`config.mk`:
```
export PLATFORM = sky130hd
export DESIGN_NAME = raid_parity_column_recovery_unit
export DESIGN_NICKNAME = d
export VERILOG_FILES = /design/src/design/rpcr_pkg.sv /design/src/design/rpcr_lane.sv /design/src/design/rpcr_merge.sv /design/src/design/rpcr_stripe_ctr.sv /design/src/design/raid_parity_column_recovery_unit.sv
export SDC_FILE = /design/constraint.sdc
export NUM_CORES = 1
export LEC_CHECK = 0
export CAP_MARGIN = 20
export CORE_UTILIZATION = 35
export DETAILED_ROUTE_END_ITERATION = 7
export DONT_BUFFER_PORTS = 1
export GPL_TIMING_DRIVEN = 0
export PLACE_DENSITY = 0.46
export SYNTH_ARGS = -nofsm -noshare
export SYNTH_HDL_FRONTEND = slang
export SYNTH_HIERARCHICAL = 1
export SYNTH_SLANG_ARGS = --single-unit
```
`constraint.sdc`:
```
create_clock -name clk -period 4.7 [get_ports clk]
set_clock_uncertainty 0.15 [all_clocks]
set_input_delay 0.705 -clock clk [delete_from_list [all_inputs] [get_ports clk]]
set_output_delay 0.705 -clock clk [all_outputs]
set_load 0.01 [all_outputs]
```
`src/design/rpcr_pkg.sv`:
```
// ----------------------------------------------------------------------------
// rpcr_pkg
// Shared widths, register indexes and record types for the RAID parity
// column recovery unit.
// ----------------------------------------------------------------------------
package rpcr_pkg;

  localparam int DISK_W     = 6;   // one bit per disk in a column
  localparam int COL_W      = 6;   // column counter within a stripe
  localparam int DC_W       = 3;   // disk_count register
  localparam int BB_W       = 7;   // block_bits register
  localparam int CFG_ADDR_W = 2;
  localparam int CFG_DATA_W = 7;

  localparam int COL_LIMIT          = 64;  // columns a COL_W counter can span
  localparam int MAX_DISKS_DEF      = 6;
  localparam int MAX_BLOCK_BITS_DEF = 64;

  localparam logic [DC_W-1:0] DC_RESET = 3'd6;
  localparam logic [BB_W-1:0] BB_RESET = 7'd8;
  localparam logic [DC_W-1:0] DC_MIN   = 3'd2;
  localparam logic [BB_W-1:0] BB_MIN   = 7'd1;

  typedef enum logic [CFG_ADDR_W-1:0] {
    REG_DISK_COUNT = 2'd0,
    REG_BLOCK_BITS = 2'd1,
    REG_PARITY_ODD = 2'd2
  } cfg_reg_t;

  // merge stage verdict on one column
  typedef struct packed {
    logic [DISK_W-1:0] repaired;
    logic              bad;
  } col_check_t;

  // stripe tracking for the column being handled
  typedef struct packed {
    logic [DC_W-1:0] parity_disk;
    logic            stripe_end;
    logic            set_invalid;
  } stripe_stat_t;

  typedef struct packed {
    logic [DISK_W-1:0] repaired_bits;
    logic [DC_W-1:0]   parity_disk;
    logic              column_bad;
    logic              set_invalid;
    logic              stripe_end;
  } result_t;

endpackage

```
`src/design/rpcr_lane.sv`:
```
// ----------------------------------------------------------------------------
// rpcr_lane
// One disk lane: masks the disk's bit and erasure flag by the disk count.
// ----------------------------------------------------------------------------
module rpcr_lane (
  input  logic active,
  input  logic disk_bit,
  input  logic erased,
  output logic good,
  output logic lost
);

  // a disk outside the set contributes nothing
  assign good = active & disk_bit & ~erased;
  assign lost = active & erased;

endmodule

```
`src/design/rpcr_merge.sv`:
```
// ----------------------------------------------------------------------------
// rpcr_merge
// Combines the lanes: erasure count, column XOR, single-bit rebuild and
// the bad-column verdict.
// ----------------------------------------------------------------------------
module rpcr_merge (
  input  logic [rpcr_pkg::DISK_W-1:0] good_vec,
  input  logic [rpcr_pkg::DISK_W-1:0] lost_vec,
  input  logic                        parity_odd,
  output rpcr_pkg::col_check_t        check
);
  import rpcr_pkg::*;

  logic none_lost;
  logic one_lost;
  logic column_xor;
  logic rebuilt;

  assign none_lost  = (lost_vec == '0);
  assign one_lost   = $onehot(lost_vec);
  assign column_xor = ^good_vec;
  assign rebuilt    = column_xor ^ parity_odd;

  always_comb begin
    check.repaired = good_vec;
    check.bad      = 1'b0;
    if (none_lost) begin
      check.bad = (column_xor != parity_odd);
    end else if (one_lost) begin
      check.repaired = good_vec | (rebuilt ? lost_vec : '0);
    end else begin
      check.bad = 1'b1;
    end
  end

endmodule

```
`src/design/rpcr_stripe_ctr.sv`:
```
// ----------------------------------------------------------------------------
// rpcr_stripe_ctr
// Column counter, rotating parity disk index and sticky invalid flag.
// ----------------------------------------------------------------------------
module rpcr_stripe_ctr (
  input  logic                      clk,
  input  logic                      rst,
  input  logic                      advance,
  input  logic                      set_start,
  input  logic                      column_bad,
  input  logic [rpcr_pkg::DC_W-1:0] dc,
  input  logic [rpcr_pkg::BB_W-1:0] bb,
  output rpcr_pkg::stripe_stat_t    stat
);
  import rpcr_pkg::*;

  logic [COL_W-1:0] column_index;
  logic [COL_W-1:0] column_index_next;
  logic [DC_W-1:0]  parity_index;
  logic [DC_W-1:0]  parity_index_next;
  logic             invalid_flag;

  logic [COL_W-1:0] cur_col;
  logic [DC_W-1:0]  cur_par;
  logic             cur_flag;
  logic [DC_W:0]    par_inc;

  // a new set starts from zero before this column is handled
  assign cur_col  = set_start ? '0 : column_index;
  assign cur_par  = set_start ? '0 : parity_index;
  assign cur_flag = set_start ? 1'b0 : invalid_flag;

  always_comb begin
    stat.parity_disk = (cur_par >= dc) ? '0 : cur_par;
    stat.stripe_end  = ({1'b0, cur_col} >= (bb - BB_MIN));
    stat.set_invalid = cur_flag | column_bad;
    par_inc          = {1'b0, stat.parity_disk} + {{DC_W{1'b0}}, 1'b1};
    if (stat.stripe_end) begin
      column_index_next = '0;
      parity_index_next = (par_inc >= {1'b0, dc}) ? '0 : par_inc[DC_W-1:0];
    end else begin
      column_index_next = cur_col + {{(COL_W-1){1'b0}}, 1'b1};
      parity_index_next = stat.parity_disk;
    end
  end

  always_ff @(posedge clk) begin
    if (rst) begin
      column_index <= '0;
      parity_index <= '0;
      invalid_flag <= 1'b0;
    end else if (advance) begin
      column_index <= column_index_next;
      parity_index <= parity_index_next;
      invalid_flag <= stat.set_invalid;
    end
  end

endmodule

```
`src/design/raid_parity_column_recovery_unit.sv`:
```
// ----------------------------------------------------------------------------
// raid_parity_column_recovery_unit
// Checks one bit column of a RAID stripe per request, rebuilds a single
// erased bit from XOR parity, tracks the rotating parity disk and a sticky
// invalid flag for the disk set.
// ----------------------------------------------------------------------------
//  channel   direction  content
//  s_*       in         tdata: disk_bits[5:0], erased_mask[11:6]; tuser: set_start
//  m_*       out        tdata: repaired_bits[5:0], parity_disk[8:6];
//                       tuser: column_bad[0], set_invalid[1]; tlast: stripe_end
//  cfg_*     in         write: 0 num_disks, 1 block_bits, 2 parity_odd
//
// One column per cycle while s_tready is high; each result is registered.
// The disk lanes and the merge stage are combinational logic ahead of the
// output register, and the stripe counters update at acceptance.
// A skid register behind the output register keeps s_tready high when the
// output is first held; s_tready drops only while the skid is full.
// rst clears the counters, the flag and both output stages, and loads the
// register reset values (6 disks, 8 bits per block, even parity).
// ----------------------------------------------------------------------------
module raid_parity_column_recovery_unit #(
  parameter int MAX_DISKS      = rpcr_pkg::MAX_DISKS_DEF,
  parameter int MAX_BLOCK_BITS = rpcr_pkg::MAX_BLOCK_BITS_DEF
) (
  input  logic                            clk,
  input  logic                            rst,
  input  logic                            s_tvalid,
  output logic                            s_tready,
  input  logic [15:0]                     s_tdata,   // disk_bits, erased_mask
  input  logic                            s_tuser,   // set_start
  output logic                            m_tvalid,
  input  logic                            m_tready,
  output logic [15:0]                     m_tdata,   // repaired_bits, parity_disk
  output logic [1:0]                      m_tuser,   // column_bad, set_invalid
  output logic                            m_tlast,   // stripe_end
  input  logic                            cfg_we,
  input  logic [rpcr_pkg::CFG_ADDR_W-1:0] cfg_addr,
  input  logic [rpcr_pkg::CFG_DATA_W-1:0] cfg_data
);
  import rpcr_pkg::*;

  localparam int LANES  = (MAX_DISKS < DISK_W) ? MAX_DISKS : DISK_W;
  localparam int BB_TOP = (MAX_BLOCK_BITS < COL_LIMIT) ? MAX_BLOCK_BITS : COL_LIMIT;
  localparam logic [DC_W-1:0] DC_MAX = DC_W'(LANES);
  localparam logic [BB_W-1:0] BB_MAX = BB_W'(BB_TOP);

  logic [DC_W-1:0] num_disks;
  logic [BB_W-1:0] block_bits;
  logic            parity_odd;
  logic [DC_W-1:0] dc;
  logic [BB_W-1:0] bb;

  logic [DISK_W-1:0] disk_bits;
  logic [DISK_W-1:0] erased_mask;
  logic [DISK_W-1:0] good_vec;
  logic [DISK_W-1:0] lost_vec;
  logic              in_fire;
  logic              out_fire;

  col_check_t   check;
  stripe_stat_t stat;
  result_t      new_res;
  result_t      out_res;
  result_t      skid_res;
  logic         out_valid;
  logic         skid_valid;

  // configuration registers
  always_ff @(posedge clk) begin
    if (rst) begin
      num_disks  <= DC_RESET;
      block_bits <= BB_RESET;
      parity_odd <= 1'b0;
    end else if (cfg_we) begin
      unique case (cfg_reg_t'(cfg_addr))
        REG_DISK_COUNT: num_disks  <= cfg_data[DC_W-1:0];
        REG_BLOCK_BITS: block_bits <= cfg_data[BB_W-1:0];
        REG_PARITY_ODD: parity_odd <= cfg_data[0];
        default: ;
      endcase
    end
  end

  assign dc = (num_disks < DC_MIN) ? DC_MIN : (num_disks > DC_MAX) ? DC_MAX : num_disks;
  assign bb = (block_bits < BB_MIN) ? BB_MIN : (block_bits > BB_MAX) ? BB_MAX : block_bits;

  assign disk_bits   = s_tdata[DISK_W-1:0];
  assign erased_mask = s_tdata[2*DISK_W-1:DISK_W];
  assign in_fire     = s_tvalid & s_tready;
  assign out_fire    = out_valid & m_tready;

  for (genvar j = 0; j < DISK_W; j++) begin : g_lane
    if (j < LANES) begin : g_on
      rpcr_lane u_lane (
        .active   (DC_W'(j) < dc),
        .disk_bit (disk_bits[j]),
        .erased   (erased_mask[j]),
        .good     (good_vec[j]),
        .lost     (lost_vec[j])
      );
    end else begin : g_off
      assign good_vec[j] = 1'b0;
      assign lost_vec[j] = 1'b0;
    end
  end

  rpcr_merge u_merge (
    .good_vec   (good_vec),
    .lost_vec   (lost_vec),
    .parity_odd (parity_odd),
    .check      (check)
  );

  rpcr_stripe_ctr u_ctr (
    .clk        (clk),
    .rst        (rst),
    .advance    (in_fire),
    .set_start  (s_tuser),
    .column_bad (check.bad),
    .dc         (dc),
    .bb         (bb),
    .stat       (stat)
  );

  always_comb begin
    new_res.repaired_bits = check.repaired;
    new_res.parity_disk   = stat.parity_disk;
    new_res.column_bad    = check.bad;
    new_res.set_invalid   = stat.set_invalid;
    new_res.stripe_end    = stat.stripe_end;
  end

  assign s_tready = ~skid_valid;

  // output register with skid: hold the new result in the skid while stalled
  always_ff @(posedge clk) begin
    if (rst) begin
      out_valid  <= 1'b0;
      skid_valid <= 1'b0;
    end else if (out_fire || !out_valid) begin
      if (skid_valid) begin
        out_valid  <= 1'b1;
        skid_valid <= 1'b0;
      end else begin
        out_valid <= in_fire;
      end
    end else if (in_fire) begin
      skid_valid <= 1'b1;
    end
  end

  always_ff @(posedge clk) begin
    if (out_fire || !out_valid) begin
      if (skid_valid) begin
        out_res <= skid_res;
      end else if (in_fire) begin
        out_res <= new_res;
      end
    end else if (in_fire) begin
      skid_res <= new_res;
    end
  end

  assign m_tvalid = out_valid;
  assign m_tdata  = {7'd0, out_res.parity_disk, out_res.repaired_bits};
  assign m_tuser  = {out_res.set_invalid, out_res.column_bad};
  assign m_tlast  = out_res.stripe_end;

  // the skid only fills behind a held output
  a_skid_behind_out: assert property (@(posedge clk) disable iff (rst)
    skid_valid |-> out_valid)
    else $error("skid full while output register empty");

  // a full skid moves into the output register once the output is taken
  a_skid_drains: assert property (@(posedge clk) disable iff (rst)
    (skid_valid && m_tready) |=> (out_valid && !skid_valid))
    else $error("skid did not drain");

  // a bad column leaves the sticky flag set
  a_bad_sticky: assert property (@(posedge clk) disable iff (rst)
    (in_fire && check.bad) |=> u_ctr.invalid_flag)
    else $error("bad column did not set the invalid flag");

  // the parity disk reported is always inside the disk set
  a_pdisk_range: assert property (@(posedge clk) disable iff (rst)
    in_fire |-> (stat.parity_disk < dc))
    else $error("parity disk outside the disk set");

endmodule
```
==> out/metrics.yaml, run 1 <==
remaining_drc_errors: 0
gp_congestion: 0.7597
drv_slew: 0
hold_class: "reg -> reg"
die_w_um: 94.59
antenna_cells: 0
io_buffers: 0
grt_remaining_overflow: 0
relSlewSlack_pct: 35.12
cts_root_buf: "clkbuf_8"
dp_hpwl_mm: 4.398
synth_area_leaders: "edfxtp_1 (24%), dfxtp_1 (15%), ha_1 (7.1%)"
grt_pass1_vias: 1947
synth.yosys.warnings: 6
cts_made_buffers: 5
wl_mm: 5.750
vias: 1953
regArea_um2: 1181
multi_input_area_um2: 1673
grt_pass1_wl_mm: 9.818
cellLeakagePower_uw: 0.001338
drtIter0Drc: 56
dpl_cell_area_um2: 3171
yosysSeqAreaShare_pct: 39.37
max_freq_ghz: 0.2450
clk_pin_slew_ns: 0.11
p_per_area_nw_per_um2: 280.9
areaGrowthSynthToFinish_pct: 9.049
ys_ff_latch: 47
rsz0062_at_grt: "false"
start_kind: "flop"
worst_pin_slew_ns: 0.9690
final_common_cell: "nand2b_1"
peakVddDrop_v: 0.0001245
final.setup.tns_ns: 0
die_h_um: 94.59
firstDrtPassIters: 4
htreeDepth: 2
syn_area_um2: 3000
grt_max_degree: 18
status: "finished, final reports clean"
setup.worst_path.end_class: "flop"
synth-async-reset-ratio_pct: 0
initial_utilization_pct: 36.33
crit_required_ns: 4.62
period_share_pct: 86.84
rows: 33
cts_resized: 0
synth_cell_types: 52
io_pins: 52
route.detailed.vias_per_inst: 4.683
final.min_clock_period_ns: 4.081
cts.path.max_buffers: 2
final_cell_mix: "nand2b_1 (25), edfxtp_1 (24), dfxtp_1 (23)"
holdBufCountCts: 0
antenna_left: 0
maxCapViolations: 0
grt_antenna_before_repair: 0
finalInstanceArea_um2: 3272
synth_top_flop_cell: "edfxtp_1"
drive_gt1_share_pct: 16.67
nNetsFinal: 362
clk_latency_ns: 0.31
fill_cells: 855
yosysTopAreaCell: "edfxtp_1"
grt_util_all_layers_pct: 14.40
finalHoldViolations: 0
core_area_um2: 8258
synth_edf_count: 24
critPathArrivalTime_ns: 4.01
synth.avg_cell_area_um2: 10.17
cts_tree: "yes"
path_max_fanout: 7
cts_setup_buffers: 0
worstSetupPathType: "reg -> reg"
synth_top_area_share_pct: 24.02
cts_sinks: 47
drt-wirelength-per-cell_um: 13.79
finalSetupViolCount: 0
synth_cells: 295
die-area_um2: 8946
kinds of logic after synthesis:
group / after synthesis / synth area share [%]
other: 2 / 0.2503
muxes: 25 / 8.883
and+or+nand+nor: 115 / 22.85
adders and majority gates: 20 / 9.091
buffers and inverters: 38 / 6.339
xor gates and xnor gates: 12 / 4.712
AOI/OAI and AO/OA: 36 / 8.508
DFF: 47 / 39.37
metrics by stage:
stage	utilization (%)	setup WS (ns)	total power, µW	hold WS [ns]	cells
finish	39.62	0.6185	919.2	0.3265	417
global route	39.62	0.3243	974.8	0.3490	417
CTS	39.56	0.2410	932.8	0.3287	417
detailed placement	38.39	0.09379	657.9	0.3078	409
global placement	38.33	0.08445	655.5	0.3045	409
floorplan	-	0.6299	620.0	0.2915	304
path summary, 6_finish.rpt:
| check | startpoint | endpoint | slack [ns] | cells past startpoint |
|---|---|---|---|---|
| worst min-delay path | u_ctr/column_index[4]$_SDFFE_PP0P_ | u_ctr/column_index[4]$_SDFFE_PP0P_ | 0.33 | 2 |
| worst max-delay path | num_disks[2]$_SDFFE_PP1P_ | m_tuser[1]$_DFFE_PP_ | 0.62 | 13 |
| worst min register to register | u_ctr/column_index[4]$_SDFFE_PP0P_ | u_ctr/column_index[4]$_SDFFE_PP0P_ | 0.33 | 2 |
| worst max register to register | num_disks[2]$_SDFFE_PP1P_ | m_tuser[1]$_DFFE_PP_ | 0.62 | 13 |
per-layer routing:
metal | vias to the layer above | GRT usage, % | part of all wire (%)
met5 | - | 0 | 0
li1 | 1026 | - | -
met4 | 0 | 3.788 | 1.1
met2 | 39 | 22.46 | 43
met3 | 4 | 3.543 | 4.3
met1 | 884 | 19.83 | 51
where the power goes:
part | internal (µW) | total (µW) | switching, µW
Combinational | 76.5 | 168 | 92.0
Clock | 111 | 271 | 160
Sequential | 462 | 480 | 17.6
Total | 649 | 919 | 270
Yosys cell counts (2+ instances only):
| cell type | instances |
|---|---|
| fa_1 | 3 |
| nand3_1 | 10 |
| xnor2_1 | 5 |
| o21ai_2 | 2 |
| nand3b_1 | 2 |
| edfxtp_1 | 24 |
| xor2_1 | 4 |
| and3b_1 | 7 |
| o31ai_1 | 2 |
| ha_1 | 17 |
| mux2_2 | 12 |
| nand2_1 | 17 |
| and2_2 | 6 |
| nor2_1 | 17 |
| inv_1 | 19 |
| or3_1 | 2 |
| a31oi_1 | 3 |
| o21ai_0 | 2 |
| o21bai_1 | 4 |
| a21oi_1 | 9 |
| nand2b_1 | 25 |
| a311oi_1 | 3 |
| nor3b_1 | 3 |
| nor2b_1 | 15 |
| a21o_1 | 4 |
| dfxtp_1 | 23 |
| conb_1 | 2 |
| mux2i_1 | 12 |
| buf_2 | 2 |
| nor3_1 | 2 |
| o21a_1 | 3 |
| buf_4 | 10 |
| clkbuf_1 | 5 |
critical path: stages (launching register included):
cell	delay, ns
dfxtp_1	0.44
clkbuf_1	0.16
and2_2	0.18
inv_1	0.05
fa_1	0.46
fa_1	0.50
inv_1	0.04
ha_1	0.18
fa_1	0.44
nor3b_2	0.43
mux2i_1	0.24
a21oi_1	0.21
inv_1	0.08
mux2_2	0.26
flip-flops by register name (all words and copies together) (netlist names), 2 cells and up:
signal and cells:
m_tuser 2, u_ctr/column_index 6, u_ctr/parity_index 3, block_bits 7
num_disks 3, m_tdata 9, skid_res 12
final cells by class:
cell class,count,share of cell area [%]
Buffer,19,3.633
Clock buffer,5,2.103
Clock inverter,3,0.8413
Inverter,19,2.180
Multi-Input combinational cell,219,51.13
Sequential cell,47,36.10
Tap cell,105,4.015
No activity file was read; power rests on OpenSTA's default activity.
==> inputs of run 2 (changes only) <==
--- a/config.mk
+++ b/config.mk
@@ -6,6 +6,7 @@
 export NUM_CORES = 1
 export LEC_CHECK = 0
 export CAP_MARGIN = 20
+export CORE_ASPECT_RATIO = 2
 export CORE_UTILIZATION = 35
 export DETAILED_ROUTE_END_ITERATION = 7
 export DONT_BUFFER_PORTS = 1
==> constraint.sdc (replaced) <==
create_clock -name clk -period 5.15 [get_ports clk]
set_clock_uncertainty 0.15 [all_clocks]
set_input_delay 0.7725 -clock clk [delete_from_list [all_inputs] [get_ports clk]]
set_output_delay 0.7725 -clock clk [all_outputs]
set_load 0.01 [all_outputs]
==> out/metrics.yaml, run 2 (synthesis results as in run 1) <==
multi_input_area_um2: 1668  # was 1673 µm²
setup.worst_path.end_class: "flop"  # unchanged
final.min_clock_period_ns: 4.535  # was 4.081 ns
clk_pin_slew_ns: 0.07  # was 0.11 ns
rows: 47  # was 33
worst_pin_slew_ns: 0.9087  # was 0.9690 ns
worstHoldStart: "u_ctr/column_index[0]$_SDFFE_PP0P_"  # was u_ctr/column_index[4]$_SDFFE_PP0P_
largest_register: "skid_res"  # unchanged
initial_utilization_pct: 36.19  # was 36.33%
die_w_um: 67.47  # was 94.59 µm
cell_internal_pwr_uw: 768.8  # was 649.4 µW
dp_hpwl_mm: 4.790  # was 4.398 mm
power_frac_comb_pct: 15.2  # was 18.3%
grt.met1_usage_pct: 15.71  # was 19.83%
route.detailed.vias_per_inst: 4.888  # was 4.683
start_kind: "flop"  # unchanged
cts_tree: "yes"  # unchanged
whs_ns: 0.3221  # was 0.3265 ns
seqPwrFrac_pct: 43.3  # was 52.2%
hold_class: "reg -> reg"  # unchanged
grtUsageMet3_pct: 2.845  # was 3.543%
cellLeakagePower_uw: 0.001381  # was 0.001338 µW
firstDrtPassIters: 4  # unchanged
drive_gt1_share_pct: 16.03  # was 16.67%
wl_mm: 5.952  # was 5.750 mm
path_cells: "clkbuf_1 -> and2_2 -> inv_1 -> fa_1 -> fa_1 -> inv_1 -> ha_1 -> fa_1 -> nor3b_1 -> mux2i_1 -> a21oi_1 -> inv_1 -> mux2_2"  # was clkbuf_1 -> and2_2 -> inv_1 -> fa_1 -> fa_1 -> inv_1 -> ha_1 -> fa_1 -> nor3b_2 -> mux2i_1 -> a21oi_1 -> inv_1 -> mux2_2
cts.path.max_buffers: 2  # unchanged
die_h_um: 132.9  # was 94.59 µm
cp_top_family: "adder cells"  # unchanged
grt_max_degree: 15  # was 18
remaining_drc_errors: 0  # unchanged
maxCapViolations: 0  # unchanged
grt_pass1_wl_mm: 9.936  # was 9.818 mm
io_buffers: 0  # unchanged
final.setup.tns_ns: 0  # unchanged
critPathArrivalTime_ns: 4.42  # was 4.01 ns
core_area_um2: 8292  # was 8258 µm²
drv_slew: 0  # unchanged
finalHoldViolations: 0  # unchanged
clk_latency_ns: 0.29  # was 0.31 ns
switchingPower_uw: 242.5  # was 269.8 µW
regArea_um2: 1181  # unchanged
cts_setup_buffers: 0  # unchanged
pwr-share-clk_pct: 41.5  # was 29.5%
final_common_cell: "nand2b_1"  # unchanged
holdBufCountCts: 0  # unchanged
grt_antenna_before_repair: 0  # unchanged
drt-wirelength-per-cell_um: 14.52  # was 13.79 µm
p_per_area_nw_per_um2: 301.8  # was 280.9 nW/µm²
relSlewSlack_pct: 39.16  # was 35.12%
peakVddDrop_v: 0.0001448  # was 0.0001245 V
use_met2_pct: 27.12  # was 22.46%
crit_required_ns: 5.04  # was 4.62 ns
cts_resized: 0  # unchanged
crit_start: "num_disks[2]$_SDFFE_PP1P_"  # unchanged
grt_pass1_vias: 2014  # was 1947
htreeDepth: 2  # unchanged
gp_congestion: 0.7512  # was 0.7597
cts_root_buf: "clkbuf_16"  # was clkbuf_8
nNetsFinal: 362  # unchanged
vias: 2004  # was 1953
cts_sinks: 47  # unchanged
antenna_left: 0  # unchanged
drtIter0Drc: 63  # was 56
top_usage_layer: "met2"  # unchanged
grt_util_all_layers_pct: 14.93  # was 14.40%
path_max_fanout: 7  # unchanged
final_cell_mix: "nand2b_1 (25), edfxtp_1 (24), dfxtp_1 (23)"  # unchanged
reg2reg_from: "num_disks[2]$_SDFFE_PP1P_"  # unchanged
die-area_um2: 8969  # was 8946 µm²
cts_made_buffers: 5  # unchanged
period_share_pct: 88.05  # was 86.84%
areaGrowthSynthToFinish_pct: 11.68  # was 9.049%
rsz0062_at_grt: "false"  # unchanged
status: "finished, final reports clean"  # unchanged
fill_cells: 798  # was 855
max_freq_ghz: 0.2205  # was 0.2450 GHz
switching_share_pct: 23.98  # was 29.35%
worst-path-buf-inv: 4  # unchanged
grt_remaining_overflow: 0  # unchanged
largest_register_ffs: 12  # unchanged
crit_slowest_cell: "nor3b_1"  # was fa_1
worstSetupPathType: "reg -> reg"  # unchanged
io_pins: 52  # unchanged
max_stage_delay_ns: 0.74  # was 0.50 ns
antenna_cells: 0  # unchanged
finalSetupViolCount: 0  # unchanged
run 2: changes by cell type in the layout (fill, tap and decap cells not counted), sizes merged:
cell and change:
inv -2, bufinv +2, clkinvlp -1, clkbuf +1
run 2: area by class of cell:
| type | instances | area share [%] |
|---|---|---|
| clock buffers | 6 | 3.846 |
| inverters | 19 | 2.128 |
| plain buffers | 19 | 3.547 |
| flip-flops and latches | 47 | 35.25 |
| clock inverters | 2 | 1.792 |
| well taps | 98 | 3.659 |
| multi-input cells | 219 | 49.78 |
run 2: worst paths after layout:
path                                         to  slack [ns]  cells past startpoint
max reg2reg                m_tuser[1]$_DFFE_PP_        0.62                     13
min reg2reg  u_ctr/column_index[0]$_SDFFE_PP0P_        0.32                      2
max                        m_tuser[1]$_DFFE_PP_        0.62                     13
min          u_ctr/column_index[0]$_SDFFE_PP0P_        0.32                      2
run 2: metal layers:
| metal | up-vias | share of wire [%] |
|---|---|---|
| li1 | 1021 | - |
| met4 | 0 | 2.3 |
| met3 | 7 | 3.0 |
| met5 | - | 0 |
| met1 | 936 | 37 |
| met2 | 40 | 58 |
run 2: worst register-to-register path, cell delays in order (launching register included):
cell      delay (ns)
dfxtp_1         0.44
clkbuf_1        0.16
and2_2          0.18
inv_1           0.05
fa_1            0.46
fa_1            0.50
inv_1           0.04
ha_1            0.18
fa_1            0.43
nor3b_1         0.74
mux2i_1         0.33
a21oi_1         0.26
inv_1           0.08
mux2_2          0.27
run 2: power groups by stage:
stage,Sequential (µW),Clock [µW],Combinational (µW)
after global routing,442,441,174
after global placement,446,0,153
final,438,420,154
after floorplan,443,0,123
after detailed placement,447,0,156
after CTS,438,427,157
run 2: stage by stage:
step | cells | setup slack [ns] | util, % | instance area (µm²) | power (µW)
after floorplan | 304 | 1.012 | - | 3034 | 565.8
after global placement | 402 | 0.3924 | 38.07 | 3157 | 598.4
after detailed placement | 402 | 0.3874 | 38.13 | 3162 | 602.5
after CTS | 410 | 0.5686 | 40.41 | 3351 | 1022
after global routing | 410 | 0.2991 | 40.41 | 3351 | 1057
final | 410 | 0.6152 | 40.41 | 3351 | 1011
==> inputs of run 3 (changes only) <==
--- a/config.mk
+++ b/config.mk
@@ -5,13 +5,13 @@
 export SDC_FILE = /design/constraint.sdc
 export NUM_CORES = 1
 export LEC_CHECK = 0
+export BUFFER_PORTS_ARGS = -buffer_cell sky130_fd_sc_hd__buf_2
 export CAP_MARGIN = 20
 export CORE_ASPECT_RATIO = 2
 export CORE_UTILIZATION = 35
 export DETAILED_ROUTE_END_ITERATION = 7
-export DONT_BUFFER_PORTS = 1
 export GPL_TIMING_DRIVEN = 0
-export PLACE_DENSITY = 0.46
+export PLACE_DENSITY = 0.51
 export SYNTH_ARGS = -nofsm -noshare
 export SYNTH_HDL_FRONTEND = slang
 export SYNTH_HIERARCHICAL = 1
==> out/metrics.yaml, run 3 (synthesis results as in run 1) <==
hold_class: "reg -> reg"  # unchanged
crit_start: "s_tdata[7]"  # was num_disks[2]$_SDFFE_PP1P_
final_common_cell: "buf_2"  # was nand2b_1
grt_pass1_vias: 2154  # was 2014
reg2reg_depth: 13  # unchanged
place_ws_ns: 0.4082  # was 0.3874 ns
relSlewSlack_pct: 44.72  # was 39.16%
rows: 47  # unchanged
vias: 2162  # was 2004
cts_setup_buffers: 0  # unchanged
final_cell_mix: "buf_2 (42), nand2b_1 (25), edfxtp_1 (24)"  # was nand2b_1 (25), edfxtp_1 (24), dfxtp_1 (23)
grt_util_all_layers_pct: 14.57  # was 14.93%
cts_root_buf: "clkbuf_16"  # unchanged
firstDrtPassIters: 4  # unchanged
finalHoldViolations: 0  # unchanged
route.met3.wl_um: 195  # was 181 µm
period_share_pct: 86.46  # was 88.05%
final.setup.tns_ns: 0  # unchanged
clk_latency_ns: 0.29  # about the same
die-area_um2: 8969  # unchanged
htreeDepth: 2  # unchanged
fill_cells: 838  # was 798
io_buffers: 40  # was 0
route.detailed.vias_per_inst: 4.794  # was 4.888
cts_tree: "yes"  # unchanged
cts.path.max_buffers: 2  # unchanged
max_stage_delay_ns: 0.70  # was 0.74 ns
path_max_fanout: 7  # unchanged
peakVddDrop_v: 0.0001200  # was 0.0001448 V
largest_register_ffs: 12  # unchanged
utilization_pct: 43.01  # was 40.41%
dp_hpwl_mm: 4.792  # was 4.790 mm
maxCapViolations: 0  # unchanged
remaining_drc_errors: 0  # unchanged
holdBufCountCts: 0  # unchanged
setup_ws_ns: 0.6971  # was 0.6152 ns
worst_pin_slew_ns: 0.8274  # was 0.9087 ns
path_cells: "buf_2 -> and2_2 -> inv_1 -> fa_1 -> fa_1 -> inv_1 -> ha_1 -> fa_1 -> nor3b_1 -> mux2i_1 -> a21oi_1 -> inv_1 -> mux2_2"  # was clkbuf_1 -> and2_2 -> inv_1 -> fa_1 -> fa_1 -> inv_1 -> ha_1 -> fa_1 -> nor3b_1 -> mux2i_1 -> a21oi_1 -> inv_1 -> mux2_2
die_h_um: 132.9  # unchanged
status: "finished, final reports clean"  # unchanged
core_area_um2: 8292  # unchanged
die_w_um: 67.47  # unchanged
clk_pin_slew_ns: 0.07  # about the same
reg2reg_slack_ns: 0.74  # was 0.62 ns
antenna_left: 0  # unchanged
whs_ns: 0.3190  # was 0.3221 ns
drt-wirelength-per-cell_um: 13.11  # was 14.52 µm
start_kind: "primary input"  # was flop
grt_remaining_overflow: 0  # unchanged
rsz0062_at_grt: "false"  # unchanged
antenna_cells: 0  # unchanged
nNetsFinal: 403  # was 362
initial_utilization_pct: 36.19  # unchanged
drive_gt1_share_pct: 26.06  # was 16.03%
drtIter0Drc: 107  # was 63
cts_resized: 0  # unchanged
gp_congestion: 0.7470  # was 0.7512
finalSetupViolCount: 0  # unchanged
areaGrowthSynthToFinish_pct: 18.85  # was 11.68%
cts_made_buffers: 5  # unchanged
p_per_area_nw_per_um2: 288.7  # was 301.8 nW/µm²
worstHoldStart: "u_ctr/column_index[4]$_SDFFE_PP0P_"  # was u_ctr/column_index[0]$_SDFFE_PP0P_
r2r-end: "m_tuser[1]$_DFFE_PP_"  # unchanged
grt_pass1_wl_mm: 9.763  # was 9.936 mm
critPathArrivalTime_ns: 4.35  # was 4.42 ns
crit_slowest_cell: "nor3b_1"  # unchanged
wl_met2_mm: 3.470  # was 3.443 mm
cts_sinks: 47  # unchanged
cp-endpoint: "m_tuser[1]$_DFFE_PP_"  # unchanged
largest_register: "skid_res"  # unchanged
io_pins: 52  # unchanged
top_layer: "met4"  # unchanged
crit_required_ns: 5.05  # was 5.04 ns
max_freq_ghz: 0.2246  # was 0.2205 GHz
grt_max_degree: 16  # was 15
worstSetupPathType: "in -> reg"  # was reg -> reg
drv_slew: 0  # unchanged
wl_mm: 5.914  # was 5.952 mm
final.min_clock_period_ns: 4.453  # was 4.535 ns
wl_met1_mm: 2.135  # was 2.188 mm
setup.worst_path.end_class: "flop"  # unchanged
cellLeakagePower_uw: 0.001545  # was 0.001381 µW
reg2reg_from: "num_disks[2]$_SDFFE_PP1P_"  # unchanged
grt_antenna_before_repair: 0  # unchanged
run 3: metrics by stage:
stage / total power (µW) / cells / area [µm²]
6_report: 1030 / 451 / 3566
5_1_grt: 1081 / 451 / 3566
4_1_cts: 1045 / 451 / 3566
3_5_place_dp: 619.2 / 443 / 3373
3_3_place_gp: 614.9 / 442 / 3357
2_1_floorplan: 565.8 / 304 / 3034
run 3: worst min-delay path by stage:
stage	to	slack, ns	cells past startpoint
detailed placement	u_ctr/column_index[4]$_SDFFE_PP0P_	0.31	2
global route	u_ctr/column_index[4]$_SDFFE_PP0P_	0.35	2
floorplan	u_ctr/column_index[4]$_SDFFE_PP0P_	0.29	2
CTS	u_ctr/column_index[4]$_SDFFE_PP0P_	0.32	2
global placement	u_ctr/column_index[0]$_SDFFE_PP0P_	0.30	2
finish	u_ctr/column_index[4]$_SDFFE_PP0P_	0.32	2
run 3: worst max-delay path, delay by kind of cell:
family                     cells  cell delay [ns]
adders and majority gates      4             1.59
and+or+nand+nor                2             0.89
muxes                          2             0.55
buffers and inverters          4             0.32
AOI/OAI and AO/OA              1             0.24
run 3: power by group:
| part | switching, µW | internal, µW | leakage, µW |
|---|---|---|---|
| logic | 96.8 | 82.8 | 0.00104 |
| registers | 8.11 | 421 | 0.000415 |
| clock network | 143 | 278 | 0.0000900 |
run 3: final cells by class:
cell class                      instances  area [µm²]  area share [%]
Buffer                                 19       118.9           3.333
Clock buffer                            5       125.1           3.509
Clock inverter                          3       67.56           1.895
Inverter                               19       71.32           2.000
Multi-Input combinational cell        219        1668           46.77
Sequential cell                        47        1181           33.12
Tap cell                               98       122.6           3.439
Timing Repair Buffer                   41       211.5           5.930
run 3: layer usage:
layer	global-route usage [%]	vias up
met5	0	-
met4	6.028	0
met3	2.500	6
met2	28.16	44
met1	13.95	1006
li1	-	1106
